### src/rtl/core/asi_pkg.sv
// ----------------------------------------------------------------------------
// A/B slot selector package
// Shared types and constants for the A/B slot integrity selector.
// ----------------------------------------------------------------------------
`default_nettype none

package asi_pkg;

  // Slot layout and scan limits.
  localparam int unsigned SLOT_COUNT   = 2;
  localparam int unsigned SECTOR_BYTES = 4096;
  localparam int unsigned HDR_BYTES    = 16;
  localparam int unsigned POS_W        = 13;
  localparam int unsigned LEN_W        = 12;

  localparam logic [POS_W-1:0] POS_MAX     = 13'd8191;
  localparam logic [POS_W-1:0] HDR_POS     = 13'd16;

  // FNV-1a-32 constants.
  localparam logic [31:0] FNV_BASIS = 32'h811C_9DC5;
  localparam logic [31:0] FNV_PRIME = 32'h0100_0193;

  // Configuration register reset values.
  localparam logic [LEN_W-1:0] RESET_LENGTH = 12'd2048;
  localparam logic [31:0]      RESET_MAGIC  = 32'h524D_5653;

  // Configuration register indexes.
  localparam logic CFG_EXPECTED_LENGTH = 1'b0;
  localparam logic CFG_MAGIC_VALUE     = 1'b1;

  // Header word indexes inside the 16-byte header.
  localparam logic [1:0] HW_MAGIC    = 2'd0;
  localparam logic [1:0] HW_SEQUENCE = 2'd1;
  localparam logic [1:0] HW_LENGTH   = 2'd2;
  localparam logic [1:0] HW_HASH     = 2'd3;

  typedef struct packed {
    logic [7:0] data_byte;
    logic       end_of_slot;
    logic       start_of_scan;
  } in_item_t;

  typedef struct packed {
    logic        slot_number;
    logic        slot_valid;
    logic [31:0] slot_sequence;
    logic        live_found;
    logic        live_slot;
    logic [31:0] live_sequence;
    logic [31:0] live_hash;
  } out_item_t;

  // Verdict of the slot that ends with the current byte.
  typedef struct packed {
    logic        slot;
    logic        valid;
    logic [31:0] sequence_word;
    logic [31:0] hash_word;
  } slot_status_t;

endpackage

`default_nettype wire

### src/rtl/core/asi_slot_parser.sv
// ----------------------------------------------------------------------------
// Slot parser
// Captures the slot header, hashes the payload with FNV-1a-32 and judges
// the slot at its final byte.
// ----------------------------------------------------------------------------
`default_nettype none

module asi_slot_parser #(
  parameter int unsigned SECTOR_BYTES = asi_pkg::SECTOR_BYTES
) (
  input  wire logic                       clk,
  input  wire logic                       rst,
  input  wire logic                       go,
  input  wire asi_pkg::in_item_t          item,
  input  wire logic [asi_pkg::LEN_W-1:0]  expected_length,
  input  wire logic [31:0]                magic_value,
  output asi_pkg::slot_status_t           status
);

  localparam logic [asi_pkg::POS_W:0] SECTOR_SIZE = SECTOR_BYTES[asi_pkg::POS_W:0];

  logic [asi_pkg::POS_W-1:0] byte_position;
  logic [31:0]               header_magic;
  logic [31:0]               header_sequence;
  logic [31:0]               header_length;
  logic [31:0]               header_hash;
  logic [31:0]               running_hash;
  logic                      current_slot;

  logic [asi_pkg::POS_W-1:0] pos_base;
  logic [31:0]               magic_base;
  logic [31:0]               seq_base;
  logic [31:0]               len_base;
  logic [31:0]               hash_base;
  logic [31:0]               run_base;
  logic                      slot_base;

  logic [asi_pkg::POS_W-1:0] byte_position_next;
  logic [31:0]               header_magic_next;
  logic [31:0]               header_sequence_next;
  logic [31:0]               header_length_next;
  logic [31:0]               header_hash_next;
  logic [31:0]               running_hash_next;

  logic [31:0]               lane;
  logic [asi_pkg::POS_W-1:0] payload_pos;
  logic [asi_pkg::POS_W-1:0] need;
  logic                      in_header;
  logic                      in_payload;

  // A scan start abandons the slot in progress and starts slot zero afresh.
  always_comb begin
    if (item.start_of_scan) begin
      pos_base   = '0;
      magic_base = '0;
      seq_base   = '0;
      len_base   = '0;
      hash_base  = '0;
      run_base   = asi_pkg::FNV_BASIS;
      slot_base  = 1'b0;
    end else begin
      pos_base   = byte_position;
      magic_base = header_magic;
      seq_base   = header_sequence;
      len_base   = header_length;
      hash_base  = header_hash;
      run_base   = running_hash;
      slot_base  = current_slot;
    end
  end

  // Header capture and payload hashing for the current byte.
  always_comb begin
    in_header   = (pos_base < asi_pkg::HDR_POS);
    payload_pos = pos_base - asi_pkg::HDR_POS;
    in_payload  = !in_header && (payload_pos < {1'b0, expected_length});
    lane        = {24'd0, item.data_byte} << {pos_base[1:0], 3'b000};

    header_magic_next    = magic_base;
    header_sequence_next = seq_base;
    header_length_next   = len_base;
    header_hash_next     = hash_base;
    if (in_header) begin
      case (pos_base[3:2])
        asi_pkg::HW_MAGIC:    header_magic_next    = magic_base | lane;
        asi_pkg::HW_SEQUENCE: header_sequence_next = seq_base | lane;
        asi_pkg::HW_LENGTH:   header_length_next   = len_base | lane;
        default:              header_hash_next     = hash_base | lane;
      endcase
    end

    if (in_payload) begin
      running_hash_next = (run_base ^ {24'd0, item.data_byte}) * asi_pkg::FNV_PRIME;
    end else begin
      running_hash_next = run_base;
    end

    if (pos_base < asi_pkg::POS_MAX) begin
      byte_position_next = pos_base + 1'b1;
    end else begin
      byte_position_next = pos_base;
    end
  end

  // Verdict, meaningful on the final byte of a slot.
  always_comb begin
    need                 = asi_pkg::HDR_POS + {1'b0, expected_length};
    status.slot          = slot_base;
    status.sequence_word = header_sequence_next;
    status.hash_word     = header_hash_next;
    status.valid         = (header_magic_next == magic_value)
                        && (header_length_next == {20'd0, expected_length})
                        && (byte_position_next >= need)
                        && ({1'b0, need} <= SECTOR_SIZE)
                        && (running_hash_next == header_hash_next);
  end

  // Slot state; a slot end starts the next slot index.
  always_ff @(posedge clk) begin
    if (rst) begin
      byte_position   <= '0;
      header_magic    <= '0;
      header_sequence <= '0;
      header_length   <= '0;
      header_hash     <= '0;
      running_hash    <= asi_pkg::FNV_BASIS;
      current_slot    <= 1'b0;
    end else if (go) begin
      if (item.end_of_slot) begin
        byte_position   <= '0;
        header_magic    <= '0;
        header_sequence <= '0;
        header_length   <= '0;
        header_hash     <= '0;
        running_hash    <= asi_pkg::FNV_BASIS;
        current_slot    <= ~slot_base;
      end else begin
        byte_position   <= byte_position_next;
        header_magic    <= header_magic_next;
        header_sequence <= header_sequence_next;
        header_length   <= header_length_next;
        header_hash     <= header_hash_next;
        running_hash    <= running_hash_next;
        current_slot    <= slot_base;
      end
    end
  end

endmodule

`default_nettype wire

### src/rtl/core/asi_live_tracker.sv
// ----------------------------------------------------------------------------
// Live slot tracker
// Keeps the newest valid slot of the scan and forms the result item.
// ----------------------------------------------------------------------------
`default_nettype none

module asi_live_tracker (
  input  wire logic                  clk,
  input  wire logic                  rst,
  input  wire logic                  go,
  input  wire asi_pkg::in_item_t     item,
  input  wire asi_pkg::slot_status_t status,
  output asi_pkg::out_item_t         result
);

  logic        best_found;
  logic        best_index;
  logic [31:0] best_sequence;
  logic [31:0] best_hash;

  logic        found_base;
  logic        slot_base;
  logic [31:0] seq_base;
  logic [31:0] hash_base;

  logic        best_found_next;
  logic        best_index_next;
  logic [31:0] best_sequence_next;
  logic [31:0] best_hash_next;
  logic        take;

  // A scan start clears the tracking; a strictly newer valid slot wins.
  always_comb begin
    if (item.start_of_scan) begin
      found_base = 1'b0;
      slot_base  = 1'b0;
      seq_base   = '0;
      hash_base  = '0;
    end else begin
      found_base = best_found;
      slot_base  = best_index;
      seq_base   = best_sequence;
      hash_base  = best_hash;
    end

    take = item.end_of_slot && status.valid
        && (!found_base || (status.sequence_word > seq_base));

    if (take) begin
      best_found_next    = 1'b1;
      best_index_next    = status.slot;
      best_sequence_next = status.sequence_word;
      best_hash_next     = status.hash_word;
    end else begin
      best_found_next    = found_base;
      best_index_next    = slot_base;
      best_sequence_next = seq_base;
      best_hash_next     = hash_base;
    end
  end

  // Result fields for the slot that ends with this byte.
  always_comb begin
    result.slot_number   = status.slot;
    result.slot_valid    = status.valid;
    result.slot_sequence = status.sequence_word;
    result.live_found    = best_found_next;
    result.live_slot     = best_index_next;
    result.live_sequence = best_sequence_next;
    result.live_hash     = best_hash_next;
  end

  always_ff @(posedge clk) begin
    if (rst) begin
      best_found    <= 1'b0;
      best_index    <= 1'b0;
      best_sequence <= '0;
      best_hash     <= '0;
    end else if (go) begin
      best_found    <= best_found_next;
      best_index    <= best_index_next;
      best_sequence <= best_sequence_next;
      best_hash     <= best_hash_next;
    end
  end

endmodule

`default_nettype wire

### src/rtl/core/ab_slot_integrity_selector.sv
// ----------------------------------------------------------------------------
// A/B slot integrity selector
// Checks stored image slots byte by byte and reports the newest valid slot.
// ----------------------------------------------------------------------------
// Usage:
//   Input channel (in_valid / in_stall / in_data) carries one slot byte per
//   transfer, with end_of_slot on the last byte of a slot and start_of_scan
//   on the first byte of slot zero. Output channel (out_valid / out_stall /
//   out_data) carries one result transfer for each byte with end_of_slot set.
//   The configuration channel (cfg_valid / cfg_ready / cfg_index / cfg_data)
//   writes expected_length (index 0) and magic_value (index 1); cfg_ready is
//   always high. Write it only while the block is idle.
// Timing:
//   A byte is captured in an input register, then the header capture, the
//   FNV-1a multiply-by-prime and the verdict run combinationally into the
//   result register, from which a result is offered after its last byte has
//   passed the input register. One byte per cycle is sustained while no
//   stalled result holds the result register; one FNV multiply per byte.
// Reset and stall:
//   Reset (synchronous, active high) empties both registers and restores the
//   slot, tracking and configuration state. While out_stall holds a pending
//   result, the next byte waits in the input register and in_stall rises.
// ----------------------------------------------------------------------------
`default_nettype none

module ab_slot_integrity_selector #(
  parameter int unsigned SECTOR_BYTES = asi_pkg::SECTOR_BYTES
) (
  input  wire logic               clk,
  input  wire logic               rst,
  input  wire logic               in_valid,
  output logic                    in_stall,
  input  wire asi_pkg::in_item_t  in_data,
  output logic                    out_valid,
  input  wire logic               out_stall,
  output asi_pkg::out_item_t      out_data,
  input  wire logic               cfg_valid,
  output logic                    cfg_ready,
  input  wire logic               cfg_index,
  input  wire logic [31:0]        cfg_data
);

  logic [asi_pkg::LEN_W-1:0] expected_length;
  logic [31:0]               magic_value;

  asi_pkg::in_item_t         item_q;
  logic                      item_valid;
  logic                      go;
  logic                      in_take;
  asi_pkg::slot_status_t     status;
  asi_pkg::out_item_t        result;

  assign cfg_ready = 1'b1;

  // Configuration register writes.
  always_ff @(posedge clk) begin
    if (rst) begin
      expected_length <= asi_pkg::RESET_LENGTH;
      magic_value     <= asi_pkg::RESET_MAGIC;
    end else if (cfg_valid && cfg_ready) begin
      unique case (cfg_index)
        asi_pkg::CFG_EXPECTED_LENGTH: expected_length <= cfg_data[asi_pkg::LEN_W-1:0];
        asi_pkg::CFG_MAGIC_VALUE:     magic_value     <= cfg_data;
        default: ;
      endcase
    end
  end

  // The held byte is processed whenever the result register can take a result.
  assign go       = item_valid && (!out_valid || !out_stall);
  assign in_stall = item_valid && !go;
  assign in_take  = in_valid && !in_stall;

  // Input register.
  always_ff @(posedge clk) begin
    if (rst) begin
      item_valid <= 1'b0;
    end else if (in_take) begin
      item_valid <= 1'b1;
    end else if (go) begin
      item_valid <= 1'b0;
    end
  end

  always_ff @(posedge clk) begin
    if (in_take) begin
      item_q <= in_data;
    end
  end

  asi_slot_parser #(
    .SECTOR_BYTES (SECTOR_BYTES)
  ) u_parser (
    .clk             (clk),
    .rst             (rst),
    .go              (go),
    .item            (item_q),
    .expected_length (expected_length),
    .magic_value     (magic_value),
    .status          (status)
  );

  asi_live_tracker u_tracker (
    .clk    (clk),
    .rst    (rst),
    .go     (go),
    .item   (item_q),
    .status (status),
    .result (result)
  );

  // Result register; loaded on the final byte of each slot.
  always_ff @(posedge clk) begin
    if (rst) begin
      out_valid <= 1'b0;
    end else if (go && item_q.end_of_slot) begin
      out_valid <= 1'b1;
    end else if (!out_stall) begin
      out_valid <= 1'b0;
    end
  end

  always_ff @(posedge clk) begin
    if (go && item_q.end_of_slot) begin
      out_data <= result;
    end
  end

endmodule

`default_nettype wire

### config.mk
export PLATFORM = sky130hd
export DESIGN_NAME = ab_slot_integrity_selector
export DESIGN_NICKNAME = d
export VERILOG_FILES = /design/src/rtl/core/asi_pkg.sv /design/src/rtl/core/asi_slot_parser.sv /design/src/rtl/core/asi_live_tracker.sv /design/src/rtl/core/ab_slot_integrity_selector.sv
export SDC_FILE = /design/constraint.sdc
export NUM_CORES = 1
export LEC_CHECK = 0
export ABC_AREA = 0
export BUFFER_PORTS_ARGS = -buffer_cell sky130_fd_sc_hd__buf_2
export CAP_MARGIN = 10
export CORE_MARGIN = 4
export CORE_UTILIZATION = 50
export DETAILED_ROUTE_END_ITERATION = 10
export GPL_TIMING_DRIVEN = 0
export PLACE_DENSITY = 0.67
export RECOVER_POWER = 50
export SETUP_SLACK_MARGIN = 0.3
export SYNTH_ARGS = -nofsm -noshare
export SYNTH_HDL_FRONTEND = slang
export SYNTH_SLANG_ARGS = --single-unit
### constraint.sdc
create_clock -name clk -period 11.85 [get_ports clk]
set_input_delay 2.37 -clock clk [delete_from_list [all_inputs] [get_ports clk]]
set_output_delay 2.37 -clock clk [all_outputs]
set_load 0.1 [all_outputs]
==> flow_summary.toml <==
[status]
outcome = "complete, but fails checks"
failed_checks = "capacitance limit, slew limit"

[clock_tree]
cts_buffer_depth = 3
cts_setup_buffers = 0
cts_buffers = 43
cts_htree_levels = 2
path_clk_slew_ns = 0.07
clk_latency_ns = 0.60
cts_tree = "built"
root_buffer = "clkbuf_16"
cts_sinks = 396

[final_layout]
nets = 3615
drive_gt1_frac = 0.0675
multi_input_area_um2 = 15500
fillCellCount = 4979
final-seq-area_um2 = 9030
area_growth_pct = 11.4

[timing]
slew_violations = 36
finClkSkew_ns = 0.0310
finalSetupViolCount = 0
finalHoldViolCount = 0
grt_setup_unrepaired = "no"
max_freq_ghz = 0.0879
fin_setup_tns_ns = 0
period_needed_ns = 11.38
slew_headroom = -0.181
period_share = 0.961
worst_pin_slew_ns = 1.76

[placed_design]
io_buffer_count = 149
place_congestion = 1.10
dpl.hpwl_mm = 85.3

[power_and_ir_drop]
leakage_uw = 0.0118
sw_frac_of_total = 0.349
clkPwrFrac = 0.361
power.share.sequential = 0.379
p_int_uw = 2440
powerDensity_nw_per_um2 = 127
vdd_ir_drop_max_uv = 133
total_power_uw = 3740
comb_power_share = 0.259
switchingPower_uw = 1310

[worst_setup_path]
cp_max_fo = 10
reg2reg_from = "item_q[0]"
worstPathRequired_ns = 12.14
cp_slowest_cell = "fa_1"
r2r.worst_path.cells = 35
critPathMaxStageDelay_ns = 0.53
worstPathArrival_ns = 11.67
path_delay_family = "buffers and inverters"
critPathKind = "reg -> reg"
endpoint_kind = "flop"
path_buf_inv = 15
rr_endpoint = "out_data[35]"
crit_path_start_kind = "flop"
rrSetupSlack_ns = 0.47

[synthesis]
synth_cell_types = 88
synthArstFlopShare = 0
synthSimpleGateAreaFrac = 0.173
ys_seq_area_frac = 0.341
synth-adder-area-share = 0.169
synthMuxAreaShare = 0.00939
synth-xor-area-share = 0.0379
yosys.area.top_type_share = 0.216
synth_cells = 3053
syn_area_um2 = 26500
yosys_warnings = 0
synth_most_common_cell = "inv_1"
ys_seq_elements = 396
synth_compound_area_frac = 0.194
synth_area_per_cell_um2 = 8.68
yosys.area.top_type = "dfxtp_1"
synth_top_family_by_area = "compound AO/OA/AOI/OAI gates"
synth_ff_type = "dfxtp_1"
synth-edff-count = 110
synthTopCellsByArea = "dfxtp_1 (22%), edfxtp_1 (12%), ha_1 (11%), fa_1 (5.6%), inv_1 (4.4%)"
synth_common_cells = "inv_1 (310), nand2_1 (299), nor2_1 (292)"
synth.net_count = 3414

[drt]
vias = 25500
first_pass_iters = 8
totalWireLength_mm = 110
drc = 0
drt_iter0_drc = 3188
antenna_left = 0
vias_per_cell = 6.40
wl_per_cell_um = 27.8

[worst_hold_path]
min_path_cells = 2
hold_end = "u_parser.header_length[26]"
hold_start = "u_parser.header_length[26]"
hp-class = "reg -> reg"

[global_routing]
track_usage = 0.376
grt_remaining_overflow = 0
first_global_vias = 24300
antenna_found_initial = 4
grt_max_degree = 68
grt_pass1_wl_mm = 159

[die]
dieArea_um2 = 56800
die_w_um = 238
die-height_um = 238
start_util = 0.504
ios = 151
core_um2 = 52600
row_count = 84

[run]
cap_violations = 1
-- per-layer routing --
layer / global-route usage / wire (µm)
met2: 0.556 / 46100
met4: 0.213 / 7450
met3: 0.0927 / 12400
met1: 0.504 / 44600
met5: 0 / 13
-- layout by cell type (no fill, tap or decap), drive strengths merged, types with 40 or more instances in the layout --
cell type	n
nand2	299
nor3	49
inv	313
dfxtp	286
a31oi	40
a22oi	119
o21ai	126
xnor2	84
nand3	46
nor2	292
a21oi	133
buf	93
a22o	71
edfxtp	110
ha	239
fa	74
clkbuf	315
-- power groups by stage --
stage	combinational, µW	sequential [µW]	clock (µW)
2_1_floorplan	581	1480	0
3_3_place_gp	901	1450	0
3_5_place_dp	921	1450	0
4_1_cts	929	1420	1350
5_1_grt	1030	1420	1410
6_report	971	1420	1350
-- tightest hold or removal path: cells and delay by family (launching register included) --
family | cells | cell delay (ns)
AO/OA/AOI/OAI | 1 | 0.05
AND/OR/NAND/NOR | 1 | 0.05
flip-flops | 1 | 0.31
-- how the worst max path moves through the flow --
| stage | from | endpoint | slack (ns) | cells past startpoint |
|---|---|---|---|---|
| 2_1_floorplan | item_q[0] | out_data[0] | 3.09 | 36 |
| 3_3_place_gp | item_q[0] | out_data[63] | -2.24 | 35 |
| 3_5_place_dp | item_q[0] | out_data[63] | -2.13 | 35 |
| 4_1_cts | item_q[0] | out_data[41] | 0.44 | 35 |
| 5_1_grt | item_q[0] | out_data[35] | 0.31 | 35 |
| 6_report | item_q[0] | out_data[35] | 0.47 | 35 |
-- sequential cells by signal (all words and copies together), names as in the netlist --
register,cells
u_tracker.best_sequence,32
u_parser.header_length,32
out_valid,1
item_q,10
u_parser.running_hash,32
u_parser.current_slot,1
u_parser.header_hash,32
u_tracker.best_hash,32
u_tracker.best_found,1
magic_value,32
u_parser.header_sequence,32
u_parser.header_magic,32
expected_length,12
u_tracker.best_index,1
u_parser.byte_position,13
item_valid,1
out_data,100
-- cells by family after synthesis --
kind of cell / count (synthesis)
buffers and inverters: 505
xor gates and xnor gates: 113
other: 1
AOI/OAI and AO/OA: 740
muxes: 24
adders and majority gates: 313
and+or+nand+nor: 961
DFF: 396
-- through the flow --
step	setup WS (ns)	std cells	hold slack, ns	util	cell area [µm²]
floorplan	3.09	3053	0.426	-	26500
global placement	-2.24	3890	0.444	0.535	28100
detailed placement	-2.13	3895	0.443	0.537	28200
CTS	0.443	3974	0.457	0.563	29600
global route	0.307	3977	0.479	0.562	29500
finish	0.467	3980	0.460	0.562	29500
-- timing repair --
| item | CTS | global route |
|---|---|---|
| endpoints found under the setup margin | 137 | 126 |
| gates resized for setup | 19 | 15 |
| hold buffers | 0 | 0 |
-- cell type report --
| type | instances | share of cell area |
|---|---|---|
| antenna | 4 | 0.000339 |
| timing repair buffer | 156 | 0.0231 |
| buffer | 195 | 0.0295 |
| clock inverter | 22 | 0.00568 |
| sequential | 396 | 0.306 |
| inverter | 310 | 0.0395 |
| tap | 688 | 0.0292 |
| multi-input combinational | 2152 | 0.526 |
| clock buffer | 57 | 0.0406 |
No activity file was read; power rests on OpenSTA's default activity.
